**config.mk**
```make
export PLATFORM = sky130hd
export DESIGN_NAME = priority_sorted_list_flat
export DESIGN_NICKNAME = d
export VERILOG_FILES = /design/src/psl_pkg.sv /design/src/psl_if.sv /design/src/priority_sorted_list.sv /design/src/flat_wrapper.sv
export SDC_FILE = /design/constraint.sdc
export NUM_CORES = 1
export LEC_CHECK = 0
export BUFFER_PORTS_ARGS = -buffer_cell sky130_fd_sc_hd__buf_4
export CORE_MARGIN = 3
export CORE_UTILIZATION = 30
export DETAILED_ROUTE_END_ITERATION = 6
export MAX_ROUTING_LAYER = met4
export PLACE_DENSITY = 0.46
export RECOVER_POWER = 25
export SLEW_MARGIN = 20
export SYNTH_ARGS = -nofsm -noshare
export SYNTH_HDL_FRONTEND = slang
export SYNTH_SLANG_ARGS = --single-unit
```
**constraint.sdc**
```tcl
create_clock -name clk_i -period 12.2 [get_ports clk_i]
set_input_delay 0.61 -clock clk_i [delete_from_list [all_inputs] [get_ports clk_i]]
set_output_delay 0.61 -clock clk_i [all_outputs]
set_load 0.005 [all_outputs]
```
**src/psl_pkg.sv**
```systemverilog
`default_nettype none

package psl_pkg;

  localparam int unsigned DefaultDepth = 16;

  localparam int unsigned PriWidth    = 8;
  localparam int unsigned PidWidth    = 8;
  localparam int unsigned BurstWidth  = 8;
  localparam int unsigned ArriveWidth = 16;
  localparam int unsigned PosWidth    = 4;
  localparam int unsigned CountWidth  = 5;

  // One stored process entry (41 bits).
  typedef struct packed {
    logic [PriWidth-1:0]    pri;
    logic [PidWidth-1:0]    pid;
    logic [BurstWidth-1:0]  burst;
    logic                   io;
    logic [ArriveWidth-1:0] arrive;
  } entry_t;

  typedef enum logic [1:0] {
    OP_INSERT = 2'd0,
    OP_SEARCH = 2'd1,
    OP_REMOVE = 2'd2
  } op_e;

  typedef enum logic [1:0] {
    ST_OK        = 2'd0,
    ST_FULL      = 2'd1,
    ST_NOT_FOUND = 2'd2,
    ST_NO_REMOVE = 2'd3
  } status_e;

  typedef enum logic [2:0] {
    S_IDLE,
    S_INS,
    S_INS_PUT,
    S_SCAN,
    S_SHIFT,
    S_RESP
  } state_e;

  typedef struct packed {
    logic [1:0] op;
    entry_t     ent;
  } req_t;

  typedef struct packed {
    status_e              status;
    logic [PosWidth-1:0]  pos;
    entry_t               ent;
  } res_t;

endpackage

`default_nettype wire

```
**src/psl_if.sv**
```systemverilog
`default_nettype none

interface psl_req_if;
  logic       valid;
  logic       ready;
  logic [1:0] opcode;
  logic [psl_pkg::PriWidth-1:0]    priority_req;
  logic [psl_pkg::PidWidth-1:0]    proc_id;
  logic [psl_pkg::BurstWidth-1:0]  burst_length;
  logic                            io_flag;
  logic [psl_pkg::ArriveWidth-1:0] arrival_time;

  modport source (
    output valid, opcode, priority_req, proc_id, burst_length, io_flag, arrival_time,
    input  ready
  );
  modport sink (
    input  valid, opcode, priority_req, proc_id, burst_length, io_flag, arrival_time,
    output ready
  );
endinterface

interface psl_rsp_if;
  logic       valid;
  logic       ready;
  logic [1:0] status;
  logic [psl_pkg::PosWidth-1:0]    position;
  logic [psl_pkg::PriWidth-1:0]    out_priority;
  logic [psl_pkg::PidWidth-1:0]    out_proc_id;
  logic [psl_pkg::BurstWidth-1:0]  out_burst_length;
  logic                            out_io_flag;
  logic [psl_pkg::ArriveWidth-1:0] out_arrival_time;
  logic [psl_pkg::CountWidth-1:0]  entry_count;

  modport source (
    output valid, status, position, out_priority, out_proc_id, out_burst_length,
           out_io_flag, out_arrival_time, entry_count,
    input  ready
  );
  modport sink (
    input  valid, status, position, out_priority, out_proc_id, out_burst_length,
           out_io_flag, out_arrival_time, entry_count,
    output ready
  );
endinterface

`default_nettype wire

```
**src/priority_sorted_list.sv**
```systemverilog
`default_nettype none

// Sorted process list: holds up to DEPTH process entries in ascending priority
// order in one synchronous memory (one write and one registered read per cycle).
// Each request gives exactly one response. An insert walks down from the tail,
// moving every entry with priority at or above the new one a slot back, so among
// equal priorities the newest lands first. Into an empty list the entry goes
// straight to the head, and a full list is refused; neither walks.
// A search walks up from the head, reading entries up to the first match. A
// remove-before walks up the same way, then closes the gap one entry a cycle.
// The response then sits in an output register until taken; the next request
// is taken once it has gone. Each walk step reads and writes at most one entry.
// The memory needs no clearing after reset: only entries below the count are
// ever used.
module priority_sorted_list #(
  parameter int unsigned DEPTH = psl_pkg::DefaultDepth
) (
  input  wire         clk_i,
  input  wire         rst_ni,
  psl_req_if.sink     req_i,
  psl_rsp_if.source   rsp_o
);

  localparam int unsigned IW = (DEPTH > 1) ? $clog2(DEPTH) : 1;
  localparam int unsigned CW = $clog2(DEPTH + 1);

  psl_pkg::state_e state_q, state_d;
  logic [CW-1:0]   total_q, total_d;
  logic [IW-1:0]   rd_addr_q, rd_addr_d;
  psl_pkg::entry_t prev_q, prev_d;
  psl_pkg::req_t   req_q, req_d;
  psl_pkg::res_t   res_q, res_d;

  // Entry memory
  psl_pkg::entry_t mem_q [DEPTH];
  psl_pkg::entry_t rdata_q;
  logic            mem_we;
  logic [IW-1:0]   mem_waddr;
  psl_pkg::entry_t mem_wdata;

  psl_pkg::entry_t new_ent;
  logic [CW-1:0]   nxt_idx;
  logic            nxt_in_range;
  logic [IW-1:0]   up_addr;
  logic [IW-1:0]   dn_addr;

  assign new_ent.pri    = req_i.priority_req;
  assign new_ent.pid    = req_i.proc_id;
  assign new_ent.burst  = req_i.burst_length;
  assign new_ent.io     = req_i.io_flag;
  assign new_ent.arrive = req_i.arrival_time;

  // Neighbors of the entry whose data is in rdata_q
  assign nxt_idx      = CW'(rd_addr_q) + CW'(1);
  assign nxt_in_range = (nxt_idx < total_q);
  assign up_addr      = rd_addr_q + IW'(1);
  assign dn_addr      = rd_addr_q - IW'(1);

  assign req_i.ready = (state_q == psl_pkg::S_IDLE);
  assign rsp_o.valid = (state_q == psl_pkg::S_RESP);

  assign rsp_o.status           = res_q.status;
  assign rsp_o.position         = res_q.pos;
  assign rsp_o.out_priority     = res_q.ent.pri;
  assign rsp_o.out_proc_id      = res_q.ent.pid;
  assign rsp_o.out_burst_length = res_q.ent.burst;
  assign rsp_o.out_io_flag      = res_q.ent.io;
  assign rsp_o.out_arrival_time = res_q.ent.arrive;
  assign rsp_o.entry_count      = psl_pkg::CountWidth'(total_q);

  always_comb begin
    state_d   = state_q;
    total_d   = total_q;
    rd_addr_d = rd_addr_q;
    prev_d    = prev_q;
    req_d     = req_q;
    res_d     = res_q;
    mem_we    = 1'b0;
    mem_waddr = up_addr;
    mem_wdata = rdata_q;

    unique case (state_q)
      psl_pkg::S_IDLE: begin
        if (req_i.valid) begin
          req_d.op     = req_i.opcode;
          req_d.ent    = new_ent;
          res_d.status = psl_pkg::ST_OK;
          res_d.pos    = '0;
          res_d.ent    = '0;
          state_d      = psl_pkg::S_RESP;
          case (req_i.opcode)
            psl_pkg::OP_INSERT: begin
              if (total_q == CW'(DEPTH)) begin
                res_d.status = psl_pkg::ST_FULL;
              end else if (total_q == '0) begin
                // Empty list: store at the head right away
                mem_we    = 1'b1;
                mem_waddr = '0;
                mem_wdata = new_ent;
                total_d   = total_q + CW'(1);
              end else begin
                // Start at the tail
                rd_addr_d = IW'(total_q - CW'(1));
                state_d   = psl_pkg::S_INS;
              end
            end
            psl_pkg::OP_SEARCH, psl_pkg::OP_REMOVE: begin
              if (total_q == '0) begin
                res_d.status = (req_i.opcode == psl_pkg::OP_SEARCH) ?
                               psl_pkg::ST_NOT_FOUND : psl_pkg::ST_NO_REMOVE;
              end else begin
                rd_addr_d = '0;
                state_d   = psl_pkg::S_SCAN;
              end
            end
            default: ;  // no operation: answer with the current count
          endcase
        end
      end

      psl_pkg::S_INS: begin
        mem_we    = 1'b1;
        mem_waddr = up_addr;
        if (rdata_q.pri < req_q.ent.pri) begin
          // Drop the new entry just behind this one
          mem_wdata = req_q.ent;
          res_d.pos = psl_pkg::PosWidth'(up_addr);
          total_d   = total_q + CW'(1);
          state_d   = psl_pkg::S_RESP;
        end else begin
          // Move this entry one slot back and keep walking toward the head
          mem_wdata = rdata_q;
          if (rd_addr_q == '0) begin
            state_d = psl_pkg::S_INS_PUT;
          end else begin
            rd_addr_d = dn_addr;
          end
        end
      end

      psl_pkg::S_INS_PUT: begin
        mem_we    = 1'b1;
        mem_waddr = '0;
        mem_wdata = req_q.ent;
        res_d.pos = '0;
        total_d   = total_q + CW'(1);
        state_d   = psl_pkg::S_RESP;
      end

      psl_pkg::S_SCAN: begin
        if (rdata_q.pri == req_q.ent.pri) begin
          if (req_q.op == psl_pkg::OP_SEARCH) begin
            res_d.ent = rdata_q;
            res_d.pos = psl_pkg::PosWidth'(rd_addr_q);
            state_d   = psl_pkg::S_RESP;
          end else if (rd_addr_q == '0) begin
            res_d.status = psl_pkg::ST_NO_REMOVE;
            state_d      = psl_pkg::S_RESP;
          end else begin
            // Report the entry ahead of the match, then overwrite it
            res_d.ent = prev_q;
            res_d.pos = psl_pkg::PosWidth'(dn_addr);
            mem_we    = 1'b1;
            mem_waddr = dn_addr;
            mem_wdata = rdata_q;
            if (nxt_in_range) begin
              rd_addr_d = IW'(nxt_idx);
              state_d   = psl_pkg::S_SHIFT;
            end else begin
              total_d = total_q - CW'(1);
              state_d = psl_pkg::S_RESP;
            end
          end
        end else begin
          prev_d = rdata_q;
          if (nxt_in_range) begin
            rd_addr_d = IW'(nxt_idx);
          end else begin
            res_d.status = (req_q.op == psl_pkg::OP_SEARCH) ?
                           psl_pkg::ST_NOT_FOUND : psl_pkg::ST_NO_REMOVE;
            state_d      = psl_pkg::S_RESP;
          end
        end
      end

      psl_pkg::S_SHIFT: begin
        // Close the gap: move this entry one slot forward
        mem_we    = 1'b1;
        mem_waddr = dn_addr;
        mem_wdata = rdata_q;
        if (nxt_in_range) begin
          rd_addr_d = IW'(nxt_idx);
        end else begin
          total_d = total_q - CW'(1);
          state_d = psl_pkg::S_RESP;
        end
      end

      psl_pkg::S_RESP: begin
        if (rsp_o.ready) begin
          state_d = psl_pkg::S_IDLE;
        end
      end

      default: state_d = psl_pkg::S_IDLE;
    endcase
  end

  always_ff @(posedge clk_i or negedge rst_ni) begin
    if (!rst_ni) begin
      state_q <= psl_pkg::S_IDLE;
      total_q <= '0;
    end else begin
      state_q <= state_d;
      total_q <= total_d;
    end
  end

  always_ff @(posedge clk_i) begin
    rd_addr_q <= rd_addr_d;
    prev_q    <= prev_d;
    req_q     <= req_d;
    res_q     <= res_d;
  end

  // Read the address of the next cycle's walk step; write back in the same cycle
  always_ff @(posedge clk_i) begin
    if (mem_we) begin
      mem_q[mem_waddr] <= mem_wdata;
    end
    rdata_q <= mem_q[rd_addr_d];
  end

endmodule

`default_nettype wire
```
**src/flat_wrapper.sv**
```systemverilog
// flat-port wrapper written by rule: the top's interface ports become plain ports
module priority_sorted_list_flat 
#(
  parameter int unsigned DEPTH = psl_pkg::DefaultDepth
)
  (clk_i, rst_ni, req_i_valid, req_i_opcode, req_i_priority_req, req_i_proc_id, req_i_burst_length, req_i_io_flag, req_i_arrival_time, req_i_ready, rsp_o_valid, rsp_o_status, rsp_o_position, rsp_o_out_priority, rsp_o_out_proc_id, rsp_o_out_burst_length, rsp_o_out_io_flag, rsp_o_out_arrival_time, rsp_o_entry_count, rsp_o_ready);
  psl_req_if req_i_i ();
  psl_rsp_if rsp_o_i ();
  input  wire clk_i;
  input  wire rst_ni;
  input wire logic [$bits(req_i_i.valid)-1:0] req_i_valid;
  input wire logic [$bits(req_i_i.opcode)-1:0] req_i_opcode;
  input wire logic [$bits(req_i_i.priority_req)-1:0] req_i_priority_req;
  input wire logic [$bits(req_i_i.proc_id)-1:0] req_i_proc_id;
  input wire logic [$bits(req_i_i.burst_length)-1:0] req_i_burst_length;
  input wire logic [$bits(req_i_i.io_flag)-1:0] req_i_io_flag;
  input wire logic [$bits(req_i_i.arrival_time)-1:0] req_i_arrival_time;
  output wire logic [$bits(req_i_i.ready)-1:0] req_i_ready;
  output wire logic [$bits(rsp_o_i.valid)-1:0] rsp_o_valid;
  output wire logic [$bits(rsp_o_i.status)-1:0] rsp_o_status;
  output wire logic [$bits(rsp_o_i.position)-1:0] rsp_o_position;
  output wire logic [$bits(rsp_o_i.out_priority)-1:0] rsp_o_out_priority;
  output wire logic [$bits(rsp_o_i.out_proc_id)-1:0] rsp_o_out_proc_id;
  output wire logic [$bits(rsp_o_i.out_burst_length)-1:0] rsp_o_out_burst_length;
  output wire logic [$bits(rsp_o_i.out_io_flag)-1:0] rsp_o_out_io_flag;
  output wire logic [$bits(rsp_o_i.out_arrival_time)-1:0] rsp_o_out_arrival_time;
  output wire logic [$bits(rsp_o_i.entry_count)-1:0] rsp_o_entry_count;
  input wire logic [$bits(rsp_o_i.ready)-1:0] rsp_o_ready;
  assign req_i_i.valid = req_i_valid;
  assign req_i_i.opcode = req_i_opcode;
  assign req_i_i.priority_req = req_i_priority_req;
  assign req_i_i.proc_id = req_i_proc_id;
  assign req_i_i.burst_length = req_i_burst_length;
  assign req_i_i.io_flag = req_i_io_flag;
  assign req_i_i.arrival_time = req_i_arrival_time;
  assign req_i_ready = req_i_i.ready;
  assign rsp_o_valid = rsp_o_i.valid;
  assign rsp_o_status = rsp_o_i.status;
  assign rsp_o_position = rsp_o_i.position;
  assign rsp_o_out_priority = rsp_o_i.out_priority;
  assign rsp_o_out_proc_id = rsp_o_i.out_proc_id;
  assign rsp_o_out_burst_length = rsp_o_i.out_burst_length;
  assign rsp_o_out_io_flag = rsp_o_i.out_io_flag;
  assign rsp_o_out_arrival_time = rsp_o_i.out_arrival_time;
  assign rsp_o_entry_count = rsp_o_i.entry_count;
  assign rsp_o_i.ready = rsp_o_ready;
  priority_sorted_list #(.DEPTH(DEPTH)) u_core (.clk_i(clk_i), .rst_ni(rst_ni), .req_i(req_i_i), .rsp_o(rsp_o_i));
endmodule
```
==> results by group <==
Status
  – Status: finished, violations left
  – Failing checks: DRC, capacitance limit, slew limit

Placement
  – Port bufs: 100
  – Dpl cell area: 36,900 sq um
  – Dpl hpwl: 52,500 microns
  – Routability Congestion: 0.898

Floorplan
  – Die span in y: 347 microns
  – Initial Util: 30.3%
  – Full die area: 120,000 sq um
  – Num rows: 124
  – Area of the core: 115,000 sq um
  – I/O pin count: 101
  – Die width: 347 microns

Synth
  – Top FF cell, synth: edfxtp_1
  – Post-Syn Instances: 2,405
  – Post-synthesis sequential area ratio: 71.0%
  – Share of the synthesized area in the top cell type: 67.9%
  – EDFF count, synth: 787
  – Cell Area, Synth: 34,800 sq um
  – Post-synth cell types: 55
  – Yosys top cell by area: edfxtp_1
  – Average size of a mapped cell: 14.5 sq um
  – Ys Warns: 0
  – Count leader, synth: edfxtp_1
  – Synthesized Nets: 2,472
  – Top cells by area, synth: edfxtp_1, a211o_1, and3_1, nand4_1, dfxtp_1
  – Synthesis-stage register bit count: 840
  – Synth cell count leaders: edfxtp_1, and3_1, a211o_1
  – FFs w/ async S/R, synth: 0.952%

Global routing
  – Vias in the first global route: 21,891
  – Largest net degree at the start of global routing: 236
  – First-pass GRT wire length: 154,000 microns
  – Remaining global-route overflow: 0
  – GRT Resource Usage Total: 17.7%
  – Initial antenna violation count: 7

Timing
  – Number of setup violations in the final report: 0
  – Final worst-path cycle share: 60.5%
  – Rel. slew slack: -138%
  – Final Max Tran Viols: 260
  – RSZ-0062 raised after global routing: false
  – Crit path time final: 7380 ps
  – Setup_tns: 0 ps
  – Max Clock Freq: 136 MHz
  – Clock Skew: 23.6 ps
  – Final hold vios: 0
  – Worst Tran Pin Value: 3560 ps

Route
  – Drt wl/cell: 26.6 microns
  – Drt initial violations: 2,058
  – Detailed Route WL: 106,000 microns
  – DRT Pass-1 Iters: 7
  – Via count: 21,931
  – Vias per inst: 5.47
  – Final ANT Viol Nets: 0
  – Drt drc: 2

CTS
  – Clock sinks: 840
  – H-tree depth: 3
  – TritonCTS clock tree: yes
  – Clock Pin Slew Worst Setup and Hold Paths: 60 ps
  – Setup repair bufs after CTS: 0
  – Clock root cell: clkbuf_16
  – Clk_lat worst skew: 650 ps
  – TritonCTS Buffers: 88
  – Clk buf depth: 3

Final layout
  – Layout overhead on the synthesized area: 13.9%
  – Final net count: 2,487
  – Final Cell Area: 39,700 sq um
  – Final-layout fill cell count: 11,032
  – Share of layout cells above drive strength 1: 10.6%

Setup path
  – Critical Path AT: 7930 ps
  – Critical Path RT: 12,750 ps
  – Startpoint Class: flop
  – Critical path class: flop to flop
  – CP Max Fanout: 51
  – Crit path capture type: flop

Hold path
  – Hold Crit Class: input pin to flop

Flow run
  – MaxCap Viol Count: 8
==> per-stage QoR <==
stage	setup WS, ps	hold slack (ps)	util, %	instances
floorplan	7510	314	-	2405
global placement	6430	440	32.1	3840
detailed placement	6430	445	32.2	3840
CTS	6400	111	34.7	4005
global route	4270	155	34.6	4009
finish	4820	166	34.6	4009
==> critical path, cell delays in order (launching register included) <==
cell and delay [ps]:
dfrtp_1 560, inv_1 310, nand3_1 700, nor2_4 250
clkbuf_1 2370, nor2_1 70, nor3_1 340, nor4_1 90
a211o_4 530, inv_2 700, buf_4 800, nand4_1 200
nand4_1 230
==> cell type report <==
class | instances | area [sq um] | share of cell area (%)
Multi-Input combinational cell | 1274 | 8900 | 22.4
Clock inverter | 41 | 410 | 1.03
Inverter | 73 | 282 | 0.710
Timing Repair Buffer | 143 | 926 | 2.33
Sequential cell | 840 | 24700 | 62.4
Tap cell | 1512 | 1890 | 4.77
Clock buffer | 123 | 2520 | 6.35
Antenna cell | 3 | 7.51 | 0.0189
==> path summary, 6_finish.rpt <==
check,start,end,slack (ps),cells after the start
min,rsp_o_ready,u_core.state_q[2]$_DFFE_PN0P_,170,2
max in group asynchronous,rst_ni,u_core.rsp_o.entry_count[3]$_DFFE_PN0P_,11350,2
min in group asynchronous,rst_ni,u_core.state_q[2]$_DFFE_PN0P_,470,2
min reg2reg,u_core.rdata_q[31]$_DFF_P_,u_core.prev_q[31]$_DFFE_PP_,480,0
max reg2reg,u_core.state_q[2]$_DFFE_PN0P_,u_core.rdata_q[34]$_DFF_P_,4820,12
max,u_core.state_q[2]$_DFFE_PN0P_,u_core.rdata_q[34]$_DFF_P_,4820,12
==> cell usage in the layout, fill, tap and decap left out, drive strengths merged, types with 25 or more instances in the layout <==
master / n
dfxtp: 45
clkinv: 25
clkbuf: 226
a222oi: 41
a211o: 330
nand2: 110
nor2: 44
and3: 331
edfxtp: 787
a21oi: 62
buf: 39
nand4: 209
inv: 76
==> cell families after synthesis <==
kind of cell / synth area share [%]
buffers and inverters: 4.02
AO/OA/AOI/OAI: 11.6
multiplexers: 0.147
adder cells (fa/ha/maj): 0.718
AND/OR/NAND/NOR: 12.2
XOR/XNOR: 0.302
flip-flops: 71.0
==> flip-flops by register name (all words and copies together) (netlist names) <==
signal                         flops
u_core.mem_q                     656
u_core.rsp_o.out_priority          8
u_core.rd_addr_q                   4
u_core.rsp_o.position              4
u_core.rsp_o.out_burst_length      8
u_core.prev_q                     41
u_core.rsp_o.out_io_flag           1
u_core.state_q                     3
u_core.rdata_q                    41
u_core.rsp_o.status                2
u_core.rsp_o.entry_count           5
u_core.rsp_o.out_arrival_time     16
u_core.req_q                      43
u_core.rsp_o.out_proc_id           8
==> routing by layer <==
layer  track usage (%)  part of all wire (%)  up-vias
li1                  -                     -     9668
met2              27.9                    47      790
met3              2.63                   6.7      157
met1              23.6                    44    11316
met4              5.32                   2.3        0
met5                 -                     0        -
==> timing repair <==
action | CTS | global route
hold buffers | 1 | 0
endpoints found under the hold margin | 8 | 0
gates resized for setup | 0 | 0
Power is left out: the tool's default activity adds up to more than one toggle a clock period on the data nets, which glitch-free logic cannot reach.
